$ cat config.mk
export PLATFORM = sky130hd
export DESIGN_NAME = masked_byte_pattern_search_top
export DESIGN_NICKNAME = d
export VERILOG_FILES = /design/src/rtl/mbps_pkg.sv /design/src/rtl/mbps_cell.sv /design/src/rtl/mbps_out_buf.sv /design/src/rtl/masked_byte_pattern_search_top.sv
export SDC_FILE = /design/constraint.sdc
export NUM_CORES = 1
export LEC_CHECK = 0
export BUFFER_PORTS_ARGS = -buffer_cell sky130_fd_sc_hd__buf_2
export CAP_MARGIN = 25
export CORE_MARGIN = 2
export CORE_UTILIZATION = 60
export CTS_CLUSTER_SIZE = 16
export DETAILED_ROUTE_END_ITERATION = 6
export PLACE_DENSITY_LB_ADDON = 0.2
export SLEW_MARGIN = 20
export SYNTH_ARGS = -nofsm -noshare
export SYNTH_HDL_FRONTEND = slang
export SYNTH_SLANG_ARGS = --single-unit
$ cat constraint.sdc
create_clock -name i_clk -period 32.6 [get_ports i_clk]
set_clock_uncertainty 0.15 [all_clocks]
set_input_delay 3.26 -clock i_clk [delete_from_list [all_inputs] [get_ports i_clk]]
set_output_delay 3.26 -clock i_clk [all_outputs]
set_load 0.02 [all_outputs]
$ cat src/rtl/mbps_pkg.sv
// masked byte pattern search: shared types and constants
// used by every module of the block; depends on nothing

package mbps_pkg;

    localparam int DATA_W      = 8;
    localparam int ADDR_W      = 32;
    localparam int BYTES_W     = 64;
    localparam int COUNT_W     = 16;
    localparam int LEN_W       = 4;
    localparam int MASK_W      = 8;
    localparam int CFG_INDEX_W = 3;
    localparam int CFG_DATA_W  = 64;

    localparam logic [BYTES_W-1:0] PATTERN_RESET = '0;
    localparam logic [MASK_W-1:0]  CARE_RESET    = 8'hFF;
    localparam logic [LEN_W-1:0]   LENGTH_RESET  = 4'd1;
    localparam logic [ADDR_W-1:0]  BASE_RESET    = '0;
    localparam logic [COUNT_W-1:0] LIMIT_RESET   = 16'd10;

    typedef enum logic [CFG_INDEX_W-1:0] {
        CFG_PATTERN_BYTES  = 3'd0,
        CFG_CARE_MASK      = 3'd1,
        CFG_PATTERN_LENGTH = 3'd2,
        CFG_BASE_ADDRESS   = 3'd3,
        CFG_MAX_MATCHES    = 3'd4
    } t_cfg_index;

    typedef struct packed {
        logic [DATA_W-1:0] data_byte;
        logic              last_byte;
    } t_in;

    typedef struct packed {
        logic [ADDR_W-1:0]  match_address;
        logic [BYTES_W-1:0] window_bytes;
        logic [COUNT_W-1:0] match_number;
    } t_out;

    // per-cell compare setup, aligned to the cell's place in the window
    typedef struct packed {
        logic [DATA_W-1:0] pat;
        logic              care;
        logic              used;
    } t_cell_cfg;

endpackage

$ cat src/rtl/mbps_cell.sv
// one window cell: holds a byte, passes it to the older neighbour each transaction
// and compares the byte it takes in against its aligned pattern byte; uses mbps_pkg

module mbps_cell (
    input  logic                      i_clk,
    input  logic                      i_rst_n,
    input  logic                      i_shift,
    input  logic                      i_clear,
    input  logic [7:0]                i_byte,
    input  mbps_pkg::t_cell_cfg       i_cfg,
    output logic [7:0]                o_byte,
    output logic [7:0]                o_next,
    output logic                      o_ok
);
    import mbps_pkg::*;

    logic [DATA_W-1:0] r_byte;

    // the compare sees the window as it stands after this transaction
    assign o_next = i_byte;
    assign o_byte = r_byte;
    assign o_ok   = !i_cfg.used || !i_cfg.care || (i_byte == i_cfg.pat);

    always_ff @(posedge i_clk) begin
        if (!i_rst_n) begin
            r_byte <= '0;
        end else if (i_shift) begin
            r_byte <= i_clear ? '0 : i_byte;
        end
    end

endmodule

$ cat src/rtl/mbps_out_buf.sv
// result register with one skid entry behind it
// lets the scan take a byte while a result waits; uses mbps_pkg

module mbps_out_buf (
    input  logic           i_clk,
    input  logic           i_rst_n,
    input  logic           i_push,
    input  mbps_pkg::t_out i_data,
    output logic           o_full,
    output logic           o_valid,
    output mbps_pkg::t_out o_data,
    input  logic           i_ready
);
    import mbps_pkg::*;

    logic r_valid;
    logic r_skid_valid;
    t_out r_data;
    t_out r_skid;
    logic take;

    assign take    = r_valid && i_ready;
    assign o_full  = r_skid_valid;
    assign o_valid = r_valid;
    assign o_data  = r_data;

    always_ff @(posedge i_clk) begin
        if (!i_rst_n) begin
            r_valid      <= 1'b0;
            r_skid_valid <= 1'b0;
        end else if (r_skid_valid) begin
            if (take) begin
                r_data       <= r_skid;
                r_skid_valid <= 1'b0;
            end
        end else if (i_push) begin
            if (!r_valid || take) begin
                r_data  <= i_data;
                r_valid <= 1'b1;
            end else begin
                r_skid       <= i_data;
                r_skid_valid <= 1'b1;
            end
        end else if (take) begin
            r_valid <= 1'b0;
        end
    end

endmodule

$ cat src/rtl/masked_byte_pattern_search_top.sv
// Masked byte pattern search. Takes one memory byte per clock while the output
// skid entry is free, so a byte can follow in every cycle; a result goes to the
// output register, or to the skid entry while an earlier result waits. The byte
// window is a chain of MAX_PATTERN_BYTES cells, each comparing its byte in parallel,
// so the whole masked compare, the address add and the limit check act within the
// transaction. The configuration port is always ready; the user must write it only
// while no scan is in progress, which the block does not enforce. A byte marked last
// clears window and counters. Top level; uses mbps_pkg, mbps_cell and mbps_out_buf.

module masked_byte_pattern_search_top #(
    parameter int MAX_PATTERN_BYTES = 8,
    parameter int OFFSET_BITS       = 24
) (
    input  logic                                   i_clk,
    input  logic                                   i_rst_n,
    input  logic                                   i_cfg_valid,
    output logic                                   o_cfg_ready,
    input  logic [mbps_pkg::CFG_INDEX_W-1:0]       i_cfg_index,
    input  logic [mbps_pkg::CFG_DATA_W-1:0]        i_cfg_data,
    input  logic                                   i_in_valid,
    output logic                                   o_in_ready,
    input  mbps_pkg::t_in                          i_in,
    output logic                                   o_out_valid,
    input  logic                                   i_out_ready,
    output mbps_pkg::t_out                         o_out
);
    import mbps_pkg::*;

    localparam int IDX_W = (MAX_PATTERN_BYTES > 1) ? $clog2(MAX_PATTERN_BYTES) : 1;
    localparam logic [LEN_W-1:0] MAX_LEN = LEN_W'(MAX_PATTERN_BYTES);

    logic [BYTES_W-1:0]     r_pattern;
    logic [MASK_W-1:0]      r_care;
    logic [LEN_W-1:0]       r_length;
    logic [ADDR_W-1:0]      r_base;
    logic [COUNT_W-1:0]     r_limit;
    logic [OFFSET_BITS-1:0] r_seen;
    logic [COUNT_W-1:0]     r_found;
    logic                   r_ovf;

    logic [OFFSET_BITS-1:0] n_seen;
    logic [COUNT_W-1:0]     n_found;
    logic                   n_ovf;

    logic                   accept;
    logic                   buf_full;
    logic [LEN_W-1:0]       len_c;
    logic [LEN_W-1:0]       shift_amt;
    logic [OFFSET_BITS:0]   pos_inc;
    logic [OFFSET_BITS:0]   start;
    logic                   enable;
    logic                   report;
    logic [BYTES_W-1:0]     got;
    t_out                   res;

    t_cell_cfg              cell_cfg [MAX_PATTERN_BYTES];
    logic [DATA_W-1:0]      w_cur    [MAX_PATTERN_BYTES];
    logic [DATA_W-1:0]      w_new    [MAX_PATTERN_BYTES];
    logic [DATA_W-1:0]      w_in     [MAX_PATTERN_BYTES];
    logic [MAX_PATTERN_BYTES-1:0] cell_ok;

    assign o_cfg_ready = 1'b1;
    assign o_in_ready  = !buf_full;
    assign accept      = i_in_valid && o_in_ready;

    // configuration registers
    always_ff @(posedge i_clk) begin
        if (!i_rst_n) begin
            r_pattern <= PATTERN_RESET;
            r_care    <= CARE_RESET;
            r_length  <= LENGTH_RESET;
            r_base    <= BASE_RESET;
            r_limit   <= LIMIT_RESET;
        end else if (i_cfg_valid) begin
            case (i_cfg_index)
                CFG_PATTERN_BYTES:  r_pattern <= i_cfg_data;
                CFG_CARE_MASK:      r_care    <= i_cfg_data[MASK_W-1:0];
                CFG_PATTERN_LENGTH: r_length  <= i_cfg_data[LEN_W-1:0];
                CFG_BASE_ADDRESS:   r_base    <= i_cfg_data[ADDR_W-1:0];
                CFG_MAX_MATCHES:    r_limit   <= i_cfg_data[COUNT_W-1:0];
                default: ;
            endcase
        end
    end

    assign len_c     = (r_length > MAX_LEN) ? MAX_LEN : r_length;
    assign shift_amt = MAX_LEN - len_c;

    // line pattern byte j up with cell (MAX - len + j)
    always_comb begin
        for (int k = 0; k < MAX_PATTERN_BYTES; k++) begin
            logic [4:0] sum;
            logic [2:0] j;
            sum = 5'(k) + 5'(len_c);
            j   = 3'(sum - 5'(MAX_PATTERN_BYTES));
            cell_cfg[k].used = (sum >= 5'(MAX_PATTERN_BYTES));
            cell_cfg[k].care = r_care[j];
            cell_cfg[k].pat  = r_pattern[8*j +: 8];
        end
    end

    // the newest byte enters at the top cell and moves down one cell a transaction
    for (genvar k = 0; k < MAX_PATTERN_BYTES; k++) begin : g_cell
        if (k == MAX_PATTERN_BYTES - 1) begin : g_head
            assign w_in[k] = i_in.data_byte;
        end else begin : g_body
            assign w_in[k] = w_cur[k+1];
        end

        mbps_cell u_cell (
            .i_clk   (i_clk),
            .i_rst_n (i_rst_n),
            .i_shift (accept),
            .i_clear (i_in.last_byte),
            .i_byte  (w_in[k]),
            .i_cfg   (cell_cfg[k]),
            .o_byte  (w_cur[k]),
            .o_next  (w_new[k]),
            .o_ok    (cell_ok[k])
        );
    end

    // window bytes from the window start, upper unused bytes zero
    always_comb begin
        got = '0;
        for (int j = 0; j < 8; j++) begin
            logic [4:0] idx;
            idx = 5'(j) + 5'(shift_amt);
            if ((4'(j) < len_c) && (idx < 5'(MAX_PATTERN_BYTES))) begin
                got[8*j +: 8] = w_new[idx[IDX_W-1:0]];
            end
        end
    end

    assign pos_inc = {1'b0, r_seen} + (OFFSET_BITS+1)'(1);
    assign start   = pos_inc - (OFFSET_BITS+1)'(len_c);
    assign enable  = !r_ovf && (r_length != '0) && (pos_inc >= (OFFSET_BITS+1)'(len_c));
    assign report  = accept && enable && (&cell_ok)
                     && ((r_found == '0) || (r_found < r_limit));

    assign res.match_address = r_base + ADDR_W'(start);
    assign res.window_bytes  = got;
    assign res.match_number  = r_found;

    always_comb begin
        n_seen  = r_seen;
        n_found = report ? (r_found + COUNT_W'(1)) : r_found;
        n_ovf   = r_ovf;
        if (!r_ovf) begin
            if (r_seen == '1) begin
                n_ovf = 1'b1;
            end else begin
                n_seen = r_seen + OFFSET_BITS'(1);
            end
        end
        if (i_in.last_byte) begin
            n_seen  = '0;
            n_found = '0;
            n_ovf   = 1'b0;
        end
    end

    always_ff @(posedge i_clk) begin
        if (!i_rst_n) begin
            r_seen  <= '0;
            r_found <= '0;
            r_ovf   <= 1'b0;
        end else if (accept) begin
            r_seen  <= n_seen;
            r_found <= n_found;
            r_ovf   <= n_ovf;
        end
    end

    mbps_out_buf u_out_buf (
        .i_clk   (i_clk),
        .i_rst_n (i_rst_n),
        .i_push  (report),
        .i_data  (res),
        .o_full  (buf_full),
        .o_valid (o_out_valid),
        .o_data  (o_out),
        .i_ready (i_out_ready)
    );

endmodule

==> out/results.ini <==
[layout]
drive_gt1_share_pct=17.19
final_util_pct=67.33
final_common_cell=nand2_1
area_delta_synth_final_pct=10.45
layout_common_cells=536 x nand2_1, 224 x edfxtp_1, 221 x dfxtp_1
fill_cells=3465
finalNetCount=2994

[global_route]
antenna_found_initial=0
grt_pass1_vias=21830
grt.total_usage_pct=39.38
grt_max_degree=107
grt_pass1_wl_mm=138.6
gr-total-overflow=0

[critical_path]
required_ns=32.70
crit_chain=buf_4, nor2b_4, buf_4, buf_4, inv_4, buf_4, buf_4, mux2_1, nand3_1, o31ai_1, a221oi_1, xnor2_1, o311ai_1, nand3_1, o21ai_0, nand2_1, nor2_4, buf_4, buf_4
crit_path_top_delay_cell=o311ai_1
cpPeakStageDelay_ns=0.69
worstPathMaxFanout=67
path_common_cell=buf_4
r2r_slack_ns=24.37
critPathArrivalTime_ns=8.33
critPathKind=flop to flop
worst_setup_path_start_kind=flop
cp-end-kind=flop

[floorplan]
core_area_sq_um=44320
std_cell_rows=77
io_pins=196
dieArea_sq_um=46740
die_y_um=216.2
initial_core_util_pct=60.96
die_w_um=216.2

[cts]
cts_resized=0
post_cts_buffers=0
cts_tree=built
root_buffer=clkbuf_16
h-tree-depth=2
clkTransAtPathRegs_ns=0.06
clock_path_buffers=3
cts_made_buffers=45
hold_buffers=0
clock_sinks=447
clk_latency_ns=0.64

[sta]
fin_crit_sh_pct=25.24
period_minus_slack_ns=8.227
worstMarginPinSlew_ns=1.017
drv_slew=0
clock.fmax_ghz=0.1216
setup_tns_ns=0
hold_viol=0
slew-limit-headroom_pct=31.72
hold-worst-slack_ns=0.3213
rsz0062_at_grt=no
setup_viol=0

[yosys]
synth_ff_type=edfxtp_1
async_flop_share_pct=0
yosysWarnings=0
synth_fp_nets=2911
synth_edf_count=224
synth_cell_types=94
yosys.area.top_type=edfxtp_1
avgSynthCellArea_sq_um=9.750
synthCells=2771
ys_ff_latch=447
yosysSeqAreaShare_pct=41.42
synth_top_area_share_pct=24.90
synth.top_cells.by_area=edfxtp_1 25%, dfxtp_1 17%, mux2i_1 7.6%
synthesis.area_sq_um=27020

[place]
place_hpwl_mm=67.02
place_congestion=1.062
port-buffer-count=194

[power]
finalPower_mw=1.297
leakage_nw=10.89
powerDensity_nw_per_um2=43.48
ir_worst_vdd_mv=0.04275

[route]
drt_iter0_markers=3001
firstDrtPassIters=7
vias=23350
ant_nets=0
routed_via_density=6.702
wl_mm=93.70
wl_per_cell_um=26.89
drc=10

[min_path]
hold_path_class=flop to flop

[run_status]
run_status=finished, violations left
violations=design-rule violations

[run]
cap_violations=0

==> synth_stat cells, types with 17 or more instances <==
cell type	number
nand2_1	538
edfxtp_1	224
dfxtp_1	223
mux2i_1	204
clkbuf_1	143
a21boi_0	130
nor2_1	128
a21oi_1	119
xnor2_1	91
mux2_2	75
mux4_2	75
o21ai_0	64
ha_1	57
nand3_1	50
o31ai_1	46
xor2_1	46
nor3_1	45
inv_1	38
nand2b_1	26
and2_1	24
buf_1	24
buf_2	24
nor4_1	23
and3_1	22
nor2b_1	21
a21o_1	18
a211oi_1	17
nand3b_1	17
==> stage by stage <==
step	instances	cell area [sq um]	worst slack [ns]
6_report	3484	29840	24.37
5_1_grt	3483	29840	24.04
4_1_cts	3481	29800	24.11
3_5_place_dp	3397	28280	24.15
3_3_place_gp	3396	28260	24.30
2_1_floorplan	2771	27020	19.46
==> path summary, 6_finish.rpt <==
path	end	start	cells after the start
worst max register to register	u_out_buf.o_data[49]	r_length[0]	19
worst min register to register	r_limit[2]	r_limit[2]	2
worst min-delay path	r_limit[2]	r_limit[2]	2
worst max-delay path	u_out_buf.o_data[49]	r_length[0]	19
==> routing by layer <==
layer | part of all wire [%] | wire length [um] | vias up | track usage, %
li1 | - | - | 10240 | -
met1 | 39 | 37000 | 11300 | 52.54
met2 | 45 | 41710 | 1466 | 60.52
met3 | 10 | 9419 | 341 | 8.519
met4 | 5.9 | 5569 | 0 | 20.43
met5 | 0 | 0 | - | 0
==> area by class of cell <==
class / count / area (sq um) / share of cell area [%]
multi-input combinational: 2080 / 14890 / 49.91
sequential: 447 / 11200 / 37.52
tap: 592 / 740.7 / 2.482
timing repair buffer: 236 / 1319 / 4.420
inverter: 44 / 167.7 / 0.5619
antenna: 1 / 2.502 / 0.008386
clock inverter: 25 / 282.8 / 0.9477
clock buffer: 59 / 1239 / 4.151
==> registers in the layout (all words and copies together) (netlist names), 4 cells and up <==
signal,cells
r_found,16
r_limit,16
g_cell.u_cell.o_byte,56
r_base,32
r_care,8
r_length,4
u_out_buf.o_data,112
r_seen,24
u_out_buf.r_skid,112
r_pattern,64
==> cell families (layout without fill, tap and decap cells) <==
kind of cell / after synthesis / count (layout) / share of synthesized area, %
and+or+nand+nor: 971 / 971 / 16.39
AOI/OAI and AO/OA: 555 / 555 / 14.13
DFF: 447 / 447 / 41.42
muxes: 355 / 355 / 16.98
buffers and inverters: 244 / 364 / 3.682
xor gates and xnor gates: 139 / 139 / 4.604
adders and majority gates: 59 / 59 / 2.788
other: 1 / 2 / 0.01388
==> where the power goes <==
part / switching, mW / internal [mW] / leakage [nW]
Clock: 0.236 / 0.297 / 0.737
Combinational: 0.0973 / 0.0563 / 6.41
Sequential: 0.0113 / 0.599 / 3.74
==> worst max-delay path, delay by kind of cell, from the launching register on <==
family / cells / cell delay, ns
simple gates: 5 / 1.04
buf+inv: 8 / 4.20
compound gates: 4 / 1.35
flops: 1 / 0.32
mux: 1 / 0.40
xor+xnor: 1 / 0.16
(Power assumes the default switching activity.)
